**src/wvm_pkg.sv**
```systemverilog
// shared constants, codes and types for the wavetable voice mixer
`default_nettype none

package wvm_pkg;

    // sample memory and field widths
    localparam int ADDR_W       = 16;
    localparam int SAMPLE_BYTES = 1 << ADDR_W;
    localparam int POS_W        = 27;
    localparam int LEN_W        = 17;
    localparam int STEP_W       = 12;
    localparam int VOL_W        = 7;
    localparam int BYTE_W       = 8;
    localparam int OUT_W        = 16;
    localparam int KIND_W       = 2;
    localparam int VSEL_W       = 2;

    // position fixed point
    localparam int FRACTION_BITS = 10;
    localparam int EXT_W        = (LEN_W + FRACTION_BITS > POS_W) ? LEN_W + FRACTION_BITS : POS_W;

    // gain arithmetic: (master * volume * byte) / 64
    localparam int GAIN_W       = 2 * VOL_W;
    localparam int PROD_W       = GAIN_W + 1 + BYTE_W;
    localparam int DIV_SHIFT    = 6;
    localparam int DIV_MASK     = (1 << DIV_SHIFT) - 1;

    // loop end must be above this to loop
    localparam int LOOP_MIN     = 2;

    localparam int DEF_VOICES   = 4;
    localparam logic [VOL_W-1:0] MASTER_RESET = VOL_W'(64);

    // item kinds
    localparam logic [KIND_W-1:0] KIND_LOAD = 2'd0;
    localparam logic [KIND_W-1:0] KIND_SET  = 2'd1;
    localparam logic [KIND_W-1:0] KIND_MIX  = 2'd2;

    // per-voice settings
    typedef struct packed {
        logic [ADDR_W-1:0] base;
        logic [LEN_W-1:0]  length;
        logic [LEN_W-1:0]  loop_end;
        logic [LEN_W-1:0]  loop_len;
        logic [STEP_W-1:0] step;
        logic [VOL_W-1:0]  volume;
        logic              enabled;
    } voice_cfg_t;

    // position unit result for one voice
    typedef struct packed {
        logic              active;
        logic              sound;
        logic [POS_W-1:0]  pos_adj;
        logic [ADDR_W-1:0] addr;
    } pos_calc_t;

endpackage

`default_nettype wire

```
**src/wvm_pos_calc.sv**
```systemverilog
// loop wrap, one-shot end check and sample address for one voice
`default_nettype none

module wvm_pos_calc
    import wvm_pkg::*;
(
    input  voice_cfg_t       cfg,
    input  logic [POS_W-1:0] pos,
    output pos_calc_t        res
);

    logic             looping;
    logic [EXT_W-1:0] pos_e;
    logic [EXT_W-1:0] lend_e;
    logic [EXT_W-1:0] llen_e;
    logic [EXT_W-1:0] len_e;
    logic [EXT_W-1:0] pos_w;

    assign looping = (cfg.loop_end > LEN_W'(LOOP_MIN));
    assign pos_e   = EXT_W'(pos);
    assign lend_e  = EXT_W'(cfg.loop_end) << FRACTION_BITS;
    assign llen_e  = EXT_W'(cfg.loop_len) << FRACTION_BITS;
    assign len_e   = EXT_W'(cfg.length) << FRACTION_BITS;

    // wrap back by the loop length once the loop end is reached
    always_comb
    begin
        pos_w = pos_e;
        if (looping && (pos_e >= lend_e))
        begin
            pos_w = (pos_e >= llen_e) ? (pos_e - llen_e) : '0;
        end
    end

    // one-shot voice is silent at or beyond its length
    assign res.active  = cfg.enabled && (cfg.length != '0);
    assign res.sound   = looping || (pos_e < len_e);
    assign res.pos_adj = pos_w[POS_W-1:0];
    assign res.addr    = cfg.base + ADDR_W'(pos_w[POS_W-1:0] >> FRACTION_BITS);

endmodule

`default_nettype wire

```
**config.mk**
```make
export PLATFORM = sky130hd
export DESIGN_NAME = wvm_pos_calc
export DESIGN_NICKNAME = d
export VERILOG_FILES = /design/src/wvm_pkg.sv /design/src/wvm_pos_calc.sv
export SDC_FILE = /design/constraint.sdc
export NUM_CORES = 1
export LEC_CHECK = 0
export BUFFER_PORTS_ARGS = -buffer_cell sky130_fd_sc_hd__buf_2
export CAP_MARGIN = 20
export CORE_MARGIN = 2
export CORE_UTILIZATION = 35
export DETAILED_ROUTE_END_ITERATION = 6
export GPL_TIMING_DRIVEN = 0
export PLACE_DENSITY = 0.66
export SLEW_MARGIN = 10
export SYNTH_ARGS = -nofsm -noshare
export SYNTH_HDL_FRONTEND = slang
export SYNTH_SLANG_ARGS = --single-unit
```
**constraint.sdc**
```tcl
create_clock -name vclk -period 4.65
set_input_delay 0.2325 -clock vclk [all_inputs]
set_output_delay 0.2325 -clock vclk [all_outputs]
set_load 0.1 [all_outputs]
```
==> qor.yml, run 1 <==
run_status:
  outcome: "finished, final reports clean"
power:
  clockPowerShare: 0
  p_switching_mw: 1.038
  p_int_uw: 477.2
  p_leak_nw: 2.305
  seqPwrFrac: 0
  p_comb_frac: 1.000
  ir_drop_uv: 271.5
  power_density_nw_per_um2: 320.9
  p_sw_frac: 0.6850
final_layout:
  clockBufferCount: 0
  nNetsFinal: 741
  syn2layout_area_growth_pct: 68.33
  layout_commonest_cell: "buf_2"
  seqCellArea_sq_um: 0
  seq_cells: 0
  fillers: 729
  diodes: 0
  final_cell_mix: "buf_2, inv_1, ha_1, nand2_1, buf_4"
  drive_gt1_frac: 0.4785
logic_synthesis:
  synthCells: 395
  yosysWarnings: 0
  ys_seq_area_frac: 0
  yosysUniqueCellTypes: 57
  syn_area_sq_um: 2805
  syn-num-nets: 576
  syn_area_per_cell_sq_um: 7.102
global_route:
  grt_max_degree: 11
  overflow: 0
  grtUsageTotal: 0.2059
  grt_pass1_vias: 3291
  antenna_found_initial: 0
  grt_pass1_wl_mm: 14.95
timing:
  hold_ws_ns: 0.9326
  final-hold-violation-count: 0
  final_max_slew_viol_count: 0
  fmax_mhz: 218.5
  finalCriticalPeriod_ns: 4.577
  rsz0062_at_grt: "yes"
  max_slew_margin: 0.5874
  worstMarginPinSlew_ns: 0.6133
  finalSetupTns_ns: 0
  setup_violations: 0
  period_share: 0.9843
die:
  fp.dieW_um: 93.53
  num_rows: 32
  start_util: 0.3630
  die_area_sq_um: 8747
  ios: 159
  dieHeight_um: 93.53
  core_area_sq_um: 7727
routing:
  vias: 3423
  first_pass_iters: 4
  drtIter0Drc: 93
  wire_per_inst_um: 14.36
  ant_nets: 0
  totalWireLength_mm: 9.476
  drcViolationCount: 0
  viasPerCell: 5.186
worst_setup_path:
  critPathBufInv: 3
  arrival_ns: 4.34
  crit_fanout: 7
  cpMaxStageDelayCell: "nor4_2"
  crit_chain: "buf_8, ha_4, nand4_1, nor4_2, nand4_1, a31oi_2, o22ai_4, clkbuf_16, o31ai_4, ha_4, nand3_4, o22ai_4, a41oi_4, a211oi_2, nor2_1, a211o_1, xor2_2, xnor2_4, buf_12"
  critPathMaxStageDelay_ns: 0.38
  critPathTopFamily: "compound AO/OA/AOI/OAI gates"
  crit_type: "in2out"
  startpoint_type: "primary input"
  crit_path_end_kind: "output pin"
  crit_required_ns: 4.42
flow_run:
  max_cap_violations: 0
clock_tree:
  holdBufCountCts: 0
worst_hold_path:
  min_path_type: "in2out"
place:
  place_congestion: 0.8535
  hpwl_mm: 7.946
  portBuffers: 140
## routing by layer
| layer | track usage | wire (um) |
|---|---|---|
| met4 | 0.007353 | 0 |
| met5 | 0 | 0 |
| met1 | 0.2640 | 4133 |
| met2 | 0.3981 | 4952 |
| met3 | 0.008058 | 390 |
## metrics by stage
stage	total power, mW	cells	setup slack [ns]	utilization	instance area, sq um
global placement	1.334	637	-0.6194	0.5419	4188
detailed placement	1.346	637	-0.6831	0.5419	4188
finish	1.515	660	0.07312	0.6111	4722
global route	1.592	660	-0.1649	0.6111	4722
CTS	1.437	644	0.0008775	0.5724	4423
floorplan	1.137	395	-0.3654	-	3359
## synth_stat cells (all sizes together), types with 10 or more instances
master | n | area [sq um]
o21ai | 14 | 70.06
o31ai | 10 | 75.07
a21o | 13 | 97.59
ha | 65 | 813.3
a21oi | 23 | 118.9
nand3 | 12 | 60.06
nand2 | 28 | 105.1
nor4 | 10 | 75.07
xnor2 | 17 | 148.9
inv | 60 | 225.2
nor2b | 12 | 75.07
nor2 | 24 | 92.59
nor3 | 11 | 55.05
## cell families after synthesis
family / count (synthesis) / synth area share
adder cells (fa/ha/maj): 67 / 0.3042
AO/OA/AOI/OAI: 110 / 0.2935
buffers and inverters: 66 / 0.09010
AND/OR/NAND/NOR: 127 / 0.2333
multiplexers: 1 / 0.004014
XOR/XNOR: 24 / 0.07493
## worst paths after layout
check	cells after the start	startpoint	endpoint
worst max-delay path	19	pos[18]	res[15]
worst min-delay path	3	cfg[0]	res[44]
## power by group through the flow
stage	combinational [mW]	sequential (mW)	clock, mW
final	1.52	0	0
after floorplan	1.14	0	0
after CTS	1.44	0	0
after detailed placement	1.35	0	0
after global routing	1.59	0	0
after global placement	1.33	0	0
## final cells by class
class	count	area [sq um]	share of cell area
buffer	6	73.82	0.01563
inverter	60	240.2	0.05087
multi-input combinational	329	3291	0.6969
tap	102	127.6	0.02703
timing repair buffer	163	989.7	0.2096
## timing repair
| item | CTS | global route |
|---|---|---|
| pin swaps | 15 | 33 |
| gates resized for setup | 38 | 43 |
| setup endpoints to repair | 8 | 8 |
| setup buffers | 7 | 16 |
No activity file was read; power rests on OpenSTA's default activity.
==> run 2: changes to the inputs <==
--- a/config.mk
+++ b/config.mk
@@ -7,11 +7,13 @@
 export LEC_CHECK = 0
 export BUFFER_PORTS_ARGS = -buffer_cell sky130_fd_sc_hd__buf_2
 export CAP_MARGIN = 20
+export CORE_ASPECT_RATIO = 2
 export CORE_MARGIN = 2
 export CORE_UTILIZATION = 35
 export DETAILED_ROUTE_END_ITERATION = 6
 export GPL_TIMING_DRIVEN = 0
 export PLACE_DENSITY = 0.66
+export RECOVER_POWER = 100
 export SLEW_MARGIN = 10
 export SYNTH_ARGS = -nofsm -noshare
 export SYNTH_HDL_FRONTEND = slang
==> run 2 against run 1 <==
First-iteration DRC count increased by 15%; flip-flop and latch count unchanged; combinational power decreased by 3%; utilization decreased by 3.0 points; non-clock buffer count decreased by 8; sequential share of layout area unchanged; critical path type unchanged; largest power group unchanged; highest routed layer is now met4.
==> qor.yml, run 2 (synthesis results as in run 1) <==
run_status:
  outcome: "finished, final reports clean"
final_layout:
  nNetsFinal: 733  # -1.1%
  final_cell_mix: "buf_2, inv_1, ha_1, clkbuf_1, nand2_1"
  layout_commonest_cell: "buf_2"
  layoutNonFillerInstCount: 646  # -2.1%
  postLayoutCellArea_sq_um: 4549  # -3.7%
  seq_cells: 0  # unchanged
  syn2layout_area_growth_pct: 62.18
  drive_gt1_frac: 0.4018  # -0.07668
  clockBufferCount: 0  # unchanged
  seqCellArea_sq_um: 0  # unchanged
  diodes: 0  # unchanged
routing:
  totalWireLength_mm: 9.632  # +1.6%
  viasPerCell: 5.330  # +2.8%
  drcViolationCount: 0  # unchanged
  drtIter0Drc: 107  # +15%
  vias: 3443  # +0.58%
  wire_per_inst_um: 14.91  # +3.8%
  first_pass_iters: 4  # unchanged
  ant_nets: 0  # unchanged
die:
  num_rows: 46  # +44%
  die_area_sq_um: 8791  # +0.50%
  ios: 159  # unchanged
  core_area_sq_um: 7828  # +1.3%
  dieHeight_um: 130.6  # +40%
  fp.dieW_um: 67.31  # -28%
  start_util: 0.3584  # -0.004642
worst_setup_path:
  crit_end: "res[15]"
  cpMaxStageDelayCell: "or3_1"
  startpoint_type: "primary input"
  crit_chain: "buf_2, ha_4, nand4_1, buf_4, nor2_2, o2111ai_2, a31oi_2, o22ai_4, or3_1, o21ai_2, ha_2, a21oi_2, o22ai_2, a41oi_2, a211oi_2, nor2_1, a211o_1, xor2_2, xnor2_4, buf_12"
  critPathMaxStageDelay_ns: 0.35  # -0.03 ns
  crit_fanout: 6  # -1
  crit_required_ns: 4.42  # about the same
  cp.depth: 20  # +1
  arrival_ns: 4.31  # -0.03 ns
  crit_type: "in2out"
  startpoint: "pos[19]"
  critPathTopFamily: "compound AO/OA/AOI/OAI gates"
  crit_path_end_kind: "output pin"
  critPathBufInv: 3  # unchanged
timing:
  final-hold-violation-count: 0  # unchanged
  setup_violations: 0  # unchanged
  max_slew_margin: 0.2099  # -0.3775
  finalCriticalPeriod_ns: 4.546  # -0.03080 ns
  worstMarginPinSlew_ns: 1.190  # +0.5771 ns
  setup_ws_ns: 0.1039  # +0.03080 ns
  fmax_mhz: 220.0  # +0.68%
  final_max_slew_viol_count: 0  # unchanged
  period_share: 0.9777  # -0.006623
  rsz0062_at_grt: "yes"
place:
  portBuffers: 140  # unchanged
  hpwl_mm: 8.000  # +0.68%
  place_congestion: 0.8381  # -1.8%
  placed_area_sq_um: 4180  # -0.18%
  place_ws_ns: -0.7752  # -0.09211 ns
  dp.cells: 631  # -0.94%
power:
  power_density_nw_per_um2: 323.5  # +0.83%
  p_total_mw: 1.472  # -2.9%
  p_leak_nw: 2.157  # -6.5%
  ir_drop_uv: 381.5  # +41%
global_route:
  grtUsageTotal: 0.2080  # +0.002042
  grt_pass1_vias: 3210  # -2.5%
  overflow: 0  # unchanged
  antenna_found_initial: 0  # unchanged
  grt_pass1_wl_mm: 14.57  # -2.5%
  grt_max_degree: 11  # unchanged
flow_run:
  max_cap_violations: 0  # unchanged
worst_hold_path:
  min_path_type: "in2out"
==> run 2: what timing repair did <==
action / in CTS / in global routing
gates cloned: 0 / 1
resized for setup: 39 / 16
setup buffers: 7 / 7
pin swaps: 19 / 15
hold buffers: 0 / 0
endpoints found under the setup margin: 8 / 8
==> run 2: per-layer routing <==
metal  part of all wire  global-route usage
met1               0.40              0.2542
met5                  0                   0
met4              0.018             0.03001
met2               0.52              0.3914
met3              0.053             0.01798
==> run 2: area by class of cell <==
| type | count | area (sq um) |
|---|---|---|
| multi-input cells | 329 | 3267 |
| repair buffers | 155 | 848.3 |
| well taps | 96 | 120.1 |
| fillers | 769 | 3278 |
| plain buffers | 6 | 73.82 |
| inverters | 60 | 240.2 |
==> run 2: tightest hold or removal path, stage by stage <==
cell and delay (ns):
buf_2 0.10, xor2_2 0.10, xnor2_4 0.13, buf_12 0.16
==> run 2: per-stage QoR <==
step | util | TNS, ns | hold slack [ns]
after floorplan | - | -1.175 | 0.7620
after global placement | 0.5340 | -2.592 | 0.9421
after detailed placement | 0.5340 | -2.805 | 0.9469
after CTS | 0.5679 | -0.04185 | 0.9467
after global routing | 0.5812 | -0.2610 | 0.9871
final | 0.5812 | 0 | 0.9673
==> run 2: worst min-delay path by stage <==
stage | start | end | slack, ns | cells after the start
floorplan | pos[17] | res[33] | 0.76 | 2
global route | cfg[81] | res[10] | 0.99 | 4
detailed placement | cfg[0] | res[44] | 0.95 | 3
global placement | cfg[0] | res[44] | 0.94 | 3
finish | cfg[86] | res[15] | 0.97 | 4
CTS | cfg[0] | res[44] | 0.95 | 3
==> run 2: power breakdown <==
part	total (mW)	internal [mW]	switching, mW
registers	0	0	0
clock network	0	0	0
logic	1.47	0.444	1.03
total	1.47	0.444	1.03
